### config.mk
export PLATFORM = sky130hd
export DESIGN_NAME = qn_cell
export DESIGN_NICKNAME = d
export VERILOG_FILES = /design/src/qn_pkg.sv /design/src/qn_cell.sv
export SDC_FILE = /design/constraint.sdc
export NUM_CORES = 2
export LEC_CHECK = 0
export ABC_AREA = 1
export BUFFER_PORTS_ARGS = -buffer_cell sky130_fd_sc_hd__buf_2
export CAP_MARGIN = 20
export CORE_AREA = 8 8 685 687
export DETAILED_ROUTE_END_ITERATION = 8
export DIE_AREA = 0 0 693 695
export GPL_TIMING_DRIVEN = 0
export HOLD_SLACK_MARGIN = 0.12
export PLACE_DENSITY = 0.33
export SLEW_MARGIN = 20
export SYNTH_ARGS = -nofsm -noshare
export SYNTH_HDL_FRONTEND = slang
export SYNTH_SLANG_ARGS = --single-unit
export TNS_END_PERCENT = 10
### constraint.sdc
create_clock -name clk -period 113.6 [get_ports clk]
set_clock_uncertainty 0.05 [all_clocks]
set_input_delay 34.08 -clock clk [delete_from_list [all_inputs] [get_ports clk]]
set_output_delay 34.08 -clock clk [all_outputs]
set_load 0.03 [all_outputs]
### src/qn_pkg.sv
// ----------------------------------------------------------------------------
// qn_pkg: shared types and constants for the quaternion normaliser
// Holds the transaction payload structs and the word widths used by the
// front end and the bit cells.
// ----------------------------------------------------------------------------
package qn_pkg;

  localparam int COMPONENT_WIDTH = 16;
  localparam int OUT_WIDTH       = 16;
  // Magnitude of a result is 0 to 2^14, so 15 bits.
  localparam int Q_WIDTH         = 15;
  // Sum of four squares of full-scale components.
  localparam int SUM_WIDTH       = 2 * COMPONENT_WIDTH + 1;
  // Working width for the scaled squares and the running products.
  localparam int WIDE_WIDTH      = 2 * COMPONENT_WIDTH + 34;
  localparam int TARGET_SHIFT    = 30;
  localparam int LANES           = 4;

  typedef struct packed {
    logic signed [COMPONENT_WIDTH-1:0] in_comp0;
    logic signed [COMPONENT_WIDTH-1:0] in_comp1;
    logic signed [COMPONENT_WIDTH-1:0] in_comp2;
    logic signed [COMPONENT_WIDTH-1:0] in_comp3;
  } in_item_t;

  typedef struct packed {
    logic signed [OUT_WIDTH-1:0] out_comp0;
    logic signed [OUT_WIDTH-1:0] out_comp1;
    logic signed [OUT_WIDTH-1:0] out_comp2;
    logic signed [OUT_WIDTH-1:0] out_comp3;
    logic                        zero_magnitude;
  } out_item_t;

  // One component in flight: p = x^2 * S, a = x * S with x = 2q - 1, and
  // the target t = 2^30 * c^2.
  typedef struct packed {
    logic signed [WIDE_WIDTH-1:0] p;
    logic signed [WIDE_WIDTH-1:0] a;
    logic signed [WIDE_WIDTH-1:0] t;
    logic [Q_WIDTH-1:0]           q;
    logic                         neg;
  } lane_t;

  typedef struct packed {
    logic [SUM_WIDTH-1:0]   s;
    logic                   zero;
    lane_t [LANES-1:0]      lane;
  } work_t;

endpackage

### src/qn_cell.sv
// ----------------------------------------------------------------------------
// qn_cell: one result bit of the rounded quotient search
// Tries setting bit BIT of every component's magnitude and keeps it when
// (2q-1)^2 * S stays within 2^30 * c^2, updating the products by shifts.
// ----------------------------------------------------------------------------
module qn_cell #(
  parameter int BIT = 0
) (
  input  logic          clk,
  input  logic          rst,
  input  logic          up_valid,
  output logic          up_ready,
  input  qn_pkg::work_t up_work,
  output logic          dn_valid,
  input  logic          dn_ready,
  output qn_pkg::work_t dn_work
);
  import qn_pkg::*;

  logic                         valid;
  work_t                        work;
  work_t                        work_next;
  logic signed [WIDE_WIDTH-1:0] s_wide;

  assign s_wide   = $signed({{(WIDE_WIDTH-SUM_WIDTH){1'b0}}, up_work.s});
  assign up_ready = !valid || dn_ready;
  assign dn_valid = valid;
  assign dn_work  = work;

  // Raising q by 2^BIT raises x by d = 2^(BIT+1):
  // (x+d)^2 S = x^2 S + 2d xS + d^2 S.
  always_comb begin
    logic signed [WIDE_WIDTH-1:0] cand;
    work_next = up_work;
    for (int i = 0; i < LANES; i++) begin
      cand = up_work.lane[i].p + (up_work.lane[i].a <<< (BIT + 2))
           + (s_wide <<< (2 * BIT + 2));
      if (cand <= up_work.lane[i].t) begin
        work_next.lane[i].p      = cand;
        work_next.lane[i].a      = up_work.lane[i].a + (s_wide <<< (BIT + 1));
        work_next.lane[i].q[BIT] = 1'b1;
      end
    end
  end

  always_ff @(posedge clk) begin
    if (rst) begin
      valid <= 1'b0;
    end else if (up_ready) begin
      valid <= up_valid;
    end
    if (up_ready) begin
      work <= work_next;
    end
  end

endmodule

==> qor.yml <==
final_cells: 19700
first_pass_iters: 8
htree_levels: 4
drt-vias-per-instance: 4.34
yosys_warnings: 0
slew_viol_final: 0
area_delta_synth_final_pct: 27.3
path_max_fanout: 47
dp_hpwl_microns: 481000
groute.usage.overall_pct: 22.1
syn_area_sq_um: 81100
grt_antenna_before_repair: 175
drv_cap: 0
rsz0062_at_grt: "false"
dieArea_sq_um: 482000
cts_resized: 0
grt_max_degree: 52
hold_viol_final: 0
drtAntennaViolNets: 0
synth-seq-cells: 891
netlist_instances: 11400
fillCellCount: 52500
fin_crit_sh_pct: 61.7
rows: 249
fmax_ghz: 0.0143
place_congestion: 0.927
tns_ns: 0
synth_edf_count: 890
vias: 85600
yosysTopAreaCell: "edfxtp_1"
fin_crit_ns: 70.10
cp-end-kind: "output port"
vdd_ir_drop_max_v: 0.0000111
postCtsSetupRepairBufs: 0
numCtsBuffers: 135
cp.arrival_ns: 35.97
clkSlewWorstSetupHoldPaths_ns: 0.06
clockBufferDepth: 4
clock_latency_ns: 0.86
cts_hold_buffers: 0
first_iter_violations: 7397
relSlewSlack_pct: 20.5
cp.required_ns: 79.47
die_h_microns: 695
cts-root-buf: "clkbuf_16"
dp.cells: 19400
cts_tree: "yes"
synth_flop_cell: "edfxtp_1"
worst_pin_slew_ns: 1.18
pin_count: 1786
die_x_microns: 693
initial_core_util_pct: 17.7
fin_util_pct: 22.5
hold_class: "register to register"
core_area_sq_um: 458000
cts_sinks: 891
yosysTopAreaCellShare_pct: 33.0
overflow: 0
startpoint_type: "input pin"
syn_area_per_cell_sq_um: 7.12
synthTopCellsByArea: "edfxtp_1 33%, nand2_1 19%, ha_1 12%, inv_1 7.9%, nand4_1 4.8%"
io_buffers: 1785
drc: 0
grt_pass1_wl_microns: 737000
syn_nets: 13200
synthDistinctLibCells: 34
wl_per_cell_microns: 28.4
p_leak_uw: 0.0525
power_density_nw_per_um2: 19.5
ys_seq_area_share_pct: 33.0
outcome: "finished, final reports clean"
routed_wl_microns: 560000
layout-drive-gt1-share_pct: 16.3
grt_pass1_vias: 83600
path_class: "input pin to output port"
setup_violations: 0
async_reset_ff_share_pct: 0
layout.nets: 15100
[worst max-delay path: stages]
cell and delay, ns:
buf_2 0.07, inv_1 0.05, nand2_4 0.43, buf_16 0.32, buf_16 0.29, buf_16 0.26, buf_2 0.26
[stage by stage]
step / power [uW] / instance area, sq um / worst slack, ns / hold slack (ns)
global placement: 1610 / 97700 / 9.09 / 30.91
detailed placement: 1590 / 98500 / 43.45 / 0.937
floorplan: 1120 / 81100 / 26.48 / 18.40
global route: 2130 / 103000 / 43.36 / 0.999
CTS: 2040 / 103000 / 43.46 / 0.941
finish: 2010 / 103000 / 43.50 / 0.894
[synthesized netlist by cell type, types with 45 or more instances]
library cell and n:
nand2_1 4161, inv_1 1712, nor2_1 941, edfxtp_1 890
ha_1 764, nand4_1 617, a21oi_1 556, nand3_1 457
xor2_1 296, o21ai_0 293, fa_1 140, nor3_1 127
buf_2 95, clkbuf_1 71, o21bai_1 45
[placed cells by master, fill, tap and decap left out, drive strengths merged]
cell type	Yosys	final
a21boi	9	9
a21o	23	23
a21oi	556	556
and2	8	8
and3	17	17
buf	153	1968
bufinv	0	13
clkbuf	71	225
clkinv	0	54
clkinvlp	0	10
dfxtp	1	1
diode	0	129
edfxtp	890	890
fa	140	140
ha	764	764
inv	1713	1720
nand2	4164	4164
nand2b	1	1
nand3	465	465
nand3b	34	34
nand4	617	617
nor2	943	943
nor3	127	127
nor4	29	29
o21a	11	11
o21ai	293	293
o21bai	45	45
o31ai	1	1
or2	14	14
xnor2	12	12
xor2	296	296
[sequential cells by signal, summed over array words and instances (netlist names)]
signal and count:
dn_work 890, dn_valid 1
[per-layer routing]
metal  global-route usage [%]  vias up  share of wire [%]
met5                        0        -              0.071
li1                         -    41300                  -
met2                     36.6     2729                 46
met3                     5.16      597                6.7
met1                     28.4    40900                 44
met4                     6.95       62                3.4
[final timing paths]
| check | slack [ns] | from | cells past startpoint | to |
|---|---|---|---|---|
| max | 43.50 | dn_ready | 7 | up_ready |
| min | 0.89 | dn_valid | 2 | dn_valid |
| max reg2reg | 110.18 | dn_valid | 8 | dn_work[833] |
| min reg2reg | 0.89 | dn_valid | 2 | dn_valid |
[cell families after synthesis]
group / count (synthesis) / synth area share, %
DFF: 891 / 33.0
adders and majority gates: 904 / 15.2
and+or+nand+nor: 6419 / 33.0
AOI/OAI and AO/OA: 938 / 6.06
buffers and inverters: 1937 / 9.43
xor gates and xnor gates: 308 / 3.33
[power breakdown]
group / total [uW] / internal, uW / switching (uW) / leakage [uW]
Clock: 440 / 254 / 186 / 0.00212
Sequential: 517 / 480 / 36.5 / 0.00934
Combinational: 1060 / 258 / 797 / 0.0411
Total: 2010 / 993 / 1020 / 0.0525
[final cells by class]
cell class | count | area [sq um] | area share [%]
Multi-Input combinational cell | 8569 | 46700 | 45.3
Sequential cell | 891 | 26700 | 25.9
Timing Repair Buffer | 1815 | 9730 | 9.42
Tap cell | 6149 | 7690 | 7.45
Inverter | 1713 | 6430 | 6.23
Clock buffer | 154 | 3530 | 3.42
Buffer | 224 | 1220 | 1.18
Clock inverter | 84 | 835 | 0.808
Antenna cell | 129 | 323 | 0.313
Note: power is estimated with default switching activity, not from simulation.
