==> config.mk <==
export PLATFORM = sky130hd
export DESIGN_NAME = qn_front
export DESIGN_NICKNAME = d
export VERILOG_FILES = /design/src/qn_pkg.sv /design/src/qn_front.sv
export SDC_FILE = /design/constraint.sdc
export NUM_CORES = 2
export LEC_CHECK = 0
export ABC_CLOCK_PERIOD_IN_PS = 6830
export BUFFER_PORTS_ARGS = -buffer_cell sky130_fd_sc_hd__buf_2
export CAP_MARGIN = 25
export CORE_AREA = 4 4 368 370
export DETAILED_ROUTE_END_ITERATION = 6
export DIE_AREA = 0 0 372 374
export GPL_TIMING_DRIVEN = 0
export PLACE_DENSITY_LB_ADDON = 0.12
export SETUP_SLACK_MARGIN = 0.4
export SYNTH_ARGS = -nofsm -noshare
export SYNTH_HDL_FRONTEND = slang
export SYNTH_SLANG_ARGS = --single-unit
export TNS_END_PERCENT = 100
==> constraint.sdc <==
create_clock -name clk -period 6.83 [get_ports clk]
set_clock_uncertainty 0.15 [all_clocks]
set_input_delay 0 -clock clk [delete_from_list [all_inputs] [get_ports clk]]
set_output_delay 0 -clock clk [all_outputs]
set_load 0.01 [all_outputs]
==> src/qn_pkg.sv <==
// ----------------------------------------------------------------------------
// qn_pkg: shared types and constants for the quaternion normaliser
// Holds the transaction payload structs and the word widths used by the
// front end and the bit cells.
// ----------------------------------------------------------------------------
package qn_pkg;

  localparam int COMPONENT_WIDTH = 16;
  localparam int OUT_WIDTH       = 16;
  // Magnitude of a result is 0 to 2^14, so 15 bits.
  localparam int Q_WIDTH         = 15;
  // Sum of four squares of full-scale components.
  localparam int SUM_WIDTH       = 2 * COMPONENT_WIDTH + 1;
  // Working width for the scaled squares and the running products.
  localparam int WIDE_WIDTH      = 2 * COMPONENT_WIDTH + 34;
  localparam int TARGET_SHIFT    = 30;
  localparam int LANES           = 4;

  typedef struct packed {
    logic signed [COMPONENT_WIDTH-1:0] in_comp0;
    logic signed [COMPONENT_WIDTH-1:0] in_comp1;
    logic signed [COMPONENT_WIDTH-1:0] in_comp2;
    logic signed [COMPONENT_WIDTH-1:0] in_comp3;
  } in_item_t;

  typedef struct packed {
    logic signed [OUT_WIDTH-1:0] out_comp0;
    logic signed [OUT_WIDTH-1:0] out_comp1;
    logic signed [OUT_WIDTH-1:0] out_comp2;
    logic signed [OUT_WIDTH-1:0] out_comp3;
    logic                        zero_magnitude;
  } out_item_t;

  // One component in flight: p = x^2 * S, a = x * S with x = 2q - 1, and
  // the target t = 2^30 * c^2.
  typedef struct packed {
    logic signed [WIDE_WIDTH-1:0] p;
    logic signed [WIDE_WIDTH-1:0] a;
    logic signed [WIDE_WIDTH-1:0] t;
    logic [Q_WIDTH-1:0]           q;
    logic                         neg;
  } lane_t;

  typedef struct packed {
    logic [SUM_WIDTH-1:0]   s;
    logic                   zero;
    lane_t [LANES-1:0]      lane;
  } work_t;

endpackage

==> src/qn_front.sv <==
// ----------------------------------------------------------------------------
// qn_front: magnitudes, squares and sum of squares
// Three registered stages that turn a quaternion into the starting state
// of the bit cells.
// ----------------------------------------------------------------------------
module qn_front (
  input  logic             clk,
  input  logic             rst,
  input  logic             in_valid,
  output logic             in_stall,
  input  qn_pkg::in_item_t in_item,
  output logic             dn_valid,
  input  logic             dn_ready,
  output qn_pkg::work_t    dn_work
);
  import qn_pkg::*;

  logic [COMPONENT_WIDTH-1:0]   mag [LANES];
  logic [LANES-1:0]             neg_a;
  logic                         valid_a;
  logic [2*COMPONENT_WIDTH-1:0] sq [LANES];
  logic [LANES-1:0]             neg_b;
  logic                         valid_b;
  logic                         valid_c;
  work_t                        work;
  work_t                        work_next;
  logic                         ready_a;
  logic                         ready_b;
  logic                         ready_c;
  logic signed [COMPONENT_WIDTH-1:0] comp [LANES];

  assign comp[0] = in_item.in_comp0;
  assign comp[1] = in_item.in_comp1;
  assign comp[2] = in_item.in_comp2;
  assign comp[3] = in_item.in_comp3;

  assign ready_c  = !valid_c || dn_ready;
  assign ready_b  = !valid_b || ready_c;
  assign ready_a  = !valid_a || ready_b;
  assign in_stall = !ready_a;
  assign dn_valid = valid_c;
  assign dn_work  = work;

  always_comb begin
    logic [SUM_WIDTH-1:0] s;
    s = '0;
    for (int i = 0; i < LANES; i++) begin
      s = s + SUM_WIDTH'(sq[i]);
    end
    work_next.s    = s;
    work_next.zero = (s == '0);
    for (int i = 0; i < LANES; i++) begin
      work_next.lane[i].t   = $signed(WIDE_WIDTH'(sq[i])) <<< TARGET_SHIFT;
      // q = 0 gives x = -1: x^2 * S = S and x * S = -S.
      work_next.lane[i].p   = $signed(WIDE_WIDTH'(s));
      work_next.lane[i].a   = -$signed(WIDE_WIDTH'(s));
      work_next.lane[i].q   = '0;
      work_next.lane[i].neg = neg_b[i];
    end
  end

  always_ff @(posedge clk) begin
    if (rst) begin
      valid_a <= 1'b0;
      valid_b <= 1'b0;
      valid_c <= 1'b0;
    end else begin
      if (ready_a) begin
        valid_a <= in_valid;
      end
      if (ready_b) begin
        valid_b <= valid_a;
      end
      if (ready_c) begin
        valid_c <= valid_b;
      end
    end
    if (ready_a) begin
      for (int i = 0; i < LANES; i++) begin
        neg_a[i] <= comp[i][COMPONENT_WIDTH-1];
        mag[i]   <= comp[i][COMPONENT_WIDTH-1] ? COMPONENT_WIDTH'(-comp[i])
                                                : COMPONENT_WIDTH'(comp[i]);
      end
    end
    if (ready_b) begin
      neg_b <= neg_a;
      for (int i = 0; i < LANES; i++) begin
        sq[i] <= mag[i] * mag[i];
      end
    end
    if (ready_c) begin
      work <= work_next;
    end
  end

endmodule

==> flow_metrics.env <==
export IMPL_status="finished clean"
export IMPL_drc_errors=0
export IMPL_die_area_um2=139000
export IMPL_cts_buffers=51
export IMPL_crit_chain="buf_6 > buf_8 > nand2_1 > inv_1 > fa_1 > inv_1 > fa_1 > inv_1 > fa_2 > fa_1 > fa_1 > inv_1 > fa_1 > inv_1 > ha_4 > and3_4 > o211ai_1 > or4_4 > o21ba_4 > a211o_1 > nand3_2 > a31o_4 > a21oi_2 > xnor2_1"
export IMPL_crit_family="adder cells"
export IMPL_slew_headroom=0.236
export IMPL_synth_edf_count=422
export IMPL_std_cell_rows=134
export IMPL_detail_route_iter0_violations=2541
export IMPL_synth_top_family_by_area="adder cells"
export IMPL_async_flop_share=0
export IMPL_wirelength_um=191000
export IMPL_hp_class="in2reg"
export IMPL_root_buffer="clkbuf_16"
export IMPL_core_area_um2=133000
export IMPL_crit_arrival_ns=6.94
export IMPL_io_pins=960
export IMPL_clk_latency_ns=0.66
export IMPL_ys_types=85
export IMPL_synthMuxAreaShare=0.00125
export IMPL_fin_crit_ns=6.68
export IMPL_crit_fanout=6
export IMPL_overflow=0
export IMPL_end_kind="register"
export IMPL_synth_cell_area_um2=51900
export IMPL_yosys_most_used_dff="edfxtp_1"
export IMPL_area_growth_synth_to_final_pct=25.6
export IMPL_slowest_delay_ns=0.55
export IMPL_viasPerCell=4.74
export IMPL_final_nets=7632
export IMPL_synthAdderAreaFrac=0.381
export IMPL_synth_cells=5068
export IMPL_finalNonFillerCells=8227
export IMPL_ys_warn_count=0
export IMPL_h_tree_depth=2
export IMPL_ys_ff_latch=425
export IMPL_grt_start_max_net_pins=123
export IMPL_dieWidth_um=372
export IMPL_hold_viol=0
export IMPL_cap_violations=0
export IMPL_synth_simple_gate_area_share=0.0965
export IMPL_drt_pass1_iter_count=5
export IMPL_synth_xor_area_frac=0.0405
export IMPL_cts_tree="yes"
export IMPL_dp_hpwl_um=158000
export IMPL_antenna_found_initial=14
export IMPL_avgSynthCellArea_um2=10.2
export IMPL_grt_pass1_vias=39362
export IMPL_die_height_um=374
export IMPL_drive_above_1_share=0.303
export IMPL_grt_use_total=0.270
export IMPL_start_util=0.391
export IMPL_portBuffers=627
export IMPL_post_drt_wl_per_cell_um=23.2
export IMPL_clock_sink_count=425
export IMPL_yosysTopAreaCell="fa_1"
export IMPL_synth_top_cell_area_share=0.275
export IMPL_worstSetupPathType="reg2reg"
export IMPL_grt_pass1_wl_um=269000
export IMPL_synth_compound_area_frac=0.0557
export IMPL_yosys_top_cells_area="fa_1 (27%), edfxtp_1 (24%), ha_1 (11%)"
export IMPL_worst_pin_slew_ns=1.15
export IMPL_vias=38979
export IMPL_path_buf_inv=7
export IMPL_utilization=0.491
export IMPL_clk_pin_slew_ns=0.06
export IMPL_cp_required_ns=7.09
export IMPL_crit_path_top_delay_cell="or4_4"
export IMPL_placed_cells=7800
export IMPL_final_antenna_net_count=0
export IMPL_stdcell_area_um2=65100
export IMPL_finalWeightedCongestion=0.975
export IMPL_setup_viol=0
export IMPL_fmax_ghz=0.150
export IMPL_cts_buffer_depth=3
export IMPL_drv_slew=0
export IMPL_cp_start_kind="register"
export IMPL_yosysSeqAreaShare=0.245
export IMPL_fin_crit_sh=0.978
export IMPL_post_dp_cell_area_um2=58600
export IMPL_rsz0062_at_grt="yes"
-- layout make-up --
| cell class | count | area, um2 |
|---|---|---|
| plain buffers | 771 | 6010 |
| repair buffers | 959 | 6200 |
| clock inverters | 41 | 335 |
| diodes | 4 | 10.0 |
| fillers | 12439 | 67500 |
| multi-input cells | 3160 | 32400 |
| flip-flops and latches | 425 | 12700 |
| clock buffers | 54 | 1290 |
| well taps | 1768 | 2210 |
| inverters | 1045 | 3940 |
-- cells in the mapped netlist (62+ instances only) --
library cell and instances:
a21oi_1 125, and2_1 174, buf_4 664, clkbuf_1 102, edfxtp_1 422, fa_1 712, ha_1 439, inv_1 1045
nand2_1 363, nor2_1 142, o21ai_0 83, xnor2_1 178, xor2_1 62
-- sequential cells by signal, summed over array words and instances, names as in the netlist --
| register | flops |
|---|---|
| dn_valid | 1 |
| dn_work | 226 |
| mag | 64 |
| neg_a | 4 |
| neg_b | 4 |
| sq | 124 |
| valid_a | 1 |
| valid_b | 1 |
-- worst paths after layout --
kind | to | startpoint | depth (start not counted) | slack (ns)
worst max-delay path | sq[0][28] | mag[0][8] | 24 | 0.15
worst min-delay path | mag[2][14] | in_item[30] | 3 | 0.05
worst min register to register | dn_work[642] | neg_b[3] | 0 | 0.27
worst max register to register | sq[0][28] | mag[0][8] | 24 | 0.15
-- kinds of logic (layout without fill, tap and decap cells) --
logic type / after synthesis / count (layout)
buf+inv: 1816 / 2870
fa+ha+maj: 1151 / 1151
simple gates: 990 / 990
compound gates: 438 / 438
flops: 425 / 425
xor+xnor: 240 / 240
mux: 6 / 6
other cells: 2 / 339
-- worst reg2reg max path, delay by kind of cell, from the launching register on --
family                   cells  cell delay [ns]
AND/OR/NAND/NOR              4             0.97
XOR/XNOR                     1             0.13
AO/OA/AOI/OAI                5             0.94
buffers and inverters        7             0.58
flip-flops                   1             0.50
adder cells (fa/ha/maj)      7             3.16
-- per-stage QoR --
step | hold slack, ns | worst slack (ns) | setup TNS, ns
floorplan | -0.0809 | 0.395 | 0
CTS | 0.000264 | 0.143 | 0
global placement | 0.0472 | -1.65 | -382.52
finish | 0.0509 | 0.153 | 0
detailed placement | 0.0466 | -1.02 | -25.39
global route | 0.0389 | -0.0167 | -0.0167
-- timing repair --
item | 4_1_cts | 5_1_grt
hold buffers | 140 | 0
pin swaps | 130 | 150
setup buffers | 138 | 50
hold endpoints to repair | 71 | 0
gates resized for setup | 361 | 204
endpoints found under the setup margin | 68 | 42
-- per-layer routing --
layer | up-vias | global-route usage | routed length, um
met5 | - | 0 | 0
met4 | 0 | 0.134 | 11800
met3 | 279 | 0.0499 | 14900
met2 | 1395 | 0.428 | 86800
met1 | 19607 | 0.354 | 77100
li1 | 17698 | - | -
-- placed cells by master (no fill, tap or decap), types with 23 or more instances in the layout --
cell	synthesis	routed
conb_1	2	335
a21oi_2	2	23
clkbuf_1	102	23
nand2_1	363	331
fa_1	712	689
nor3_1	41	36
ha_4	0	30
and2_1	174	166
inv_2	0	46
nand3_1	42	30
buf_4	664	826
a21o_1	46	46
clkbuf_16	0	55
inv_1	1045	995
xnor2_1	178	173
a21oi_1	125	100
buf_2	3	630
ha_1	439	403
or4_1	41	40
nor2b_1	30	30
dlygate4sd3_1	0	140
buf_6	1	31
nand2b_1	32	30
o21ai_0	83	70
xor2_1	62	59
edfxtp_1	422	422
nor2_1	142	135
fa_2	0	23
Power is left out: the tool's default activity adds up to more than one toggle a clock period on the data nets, which glitch-free logic cannot reach.
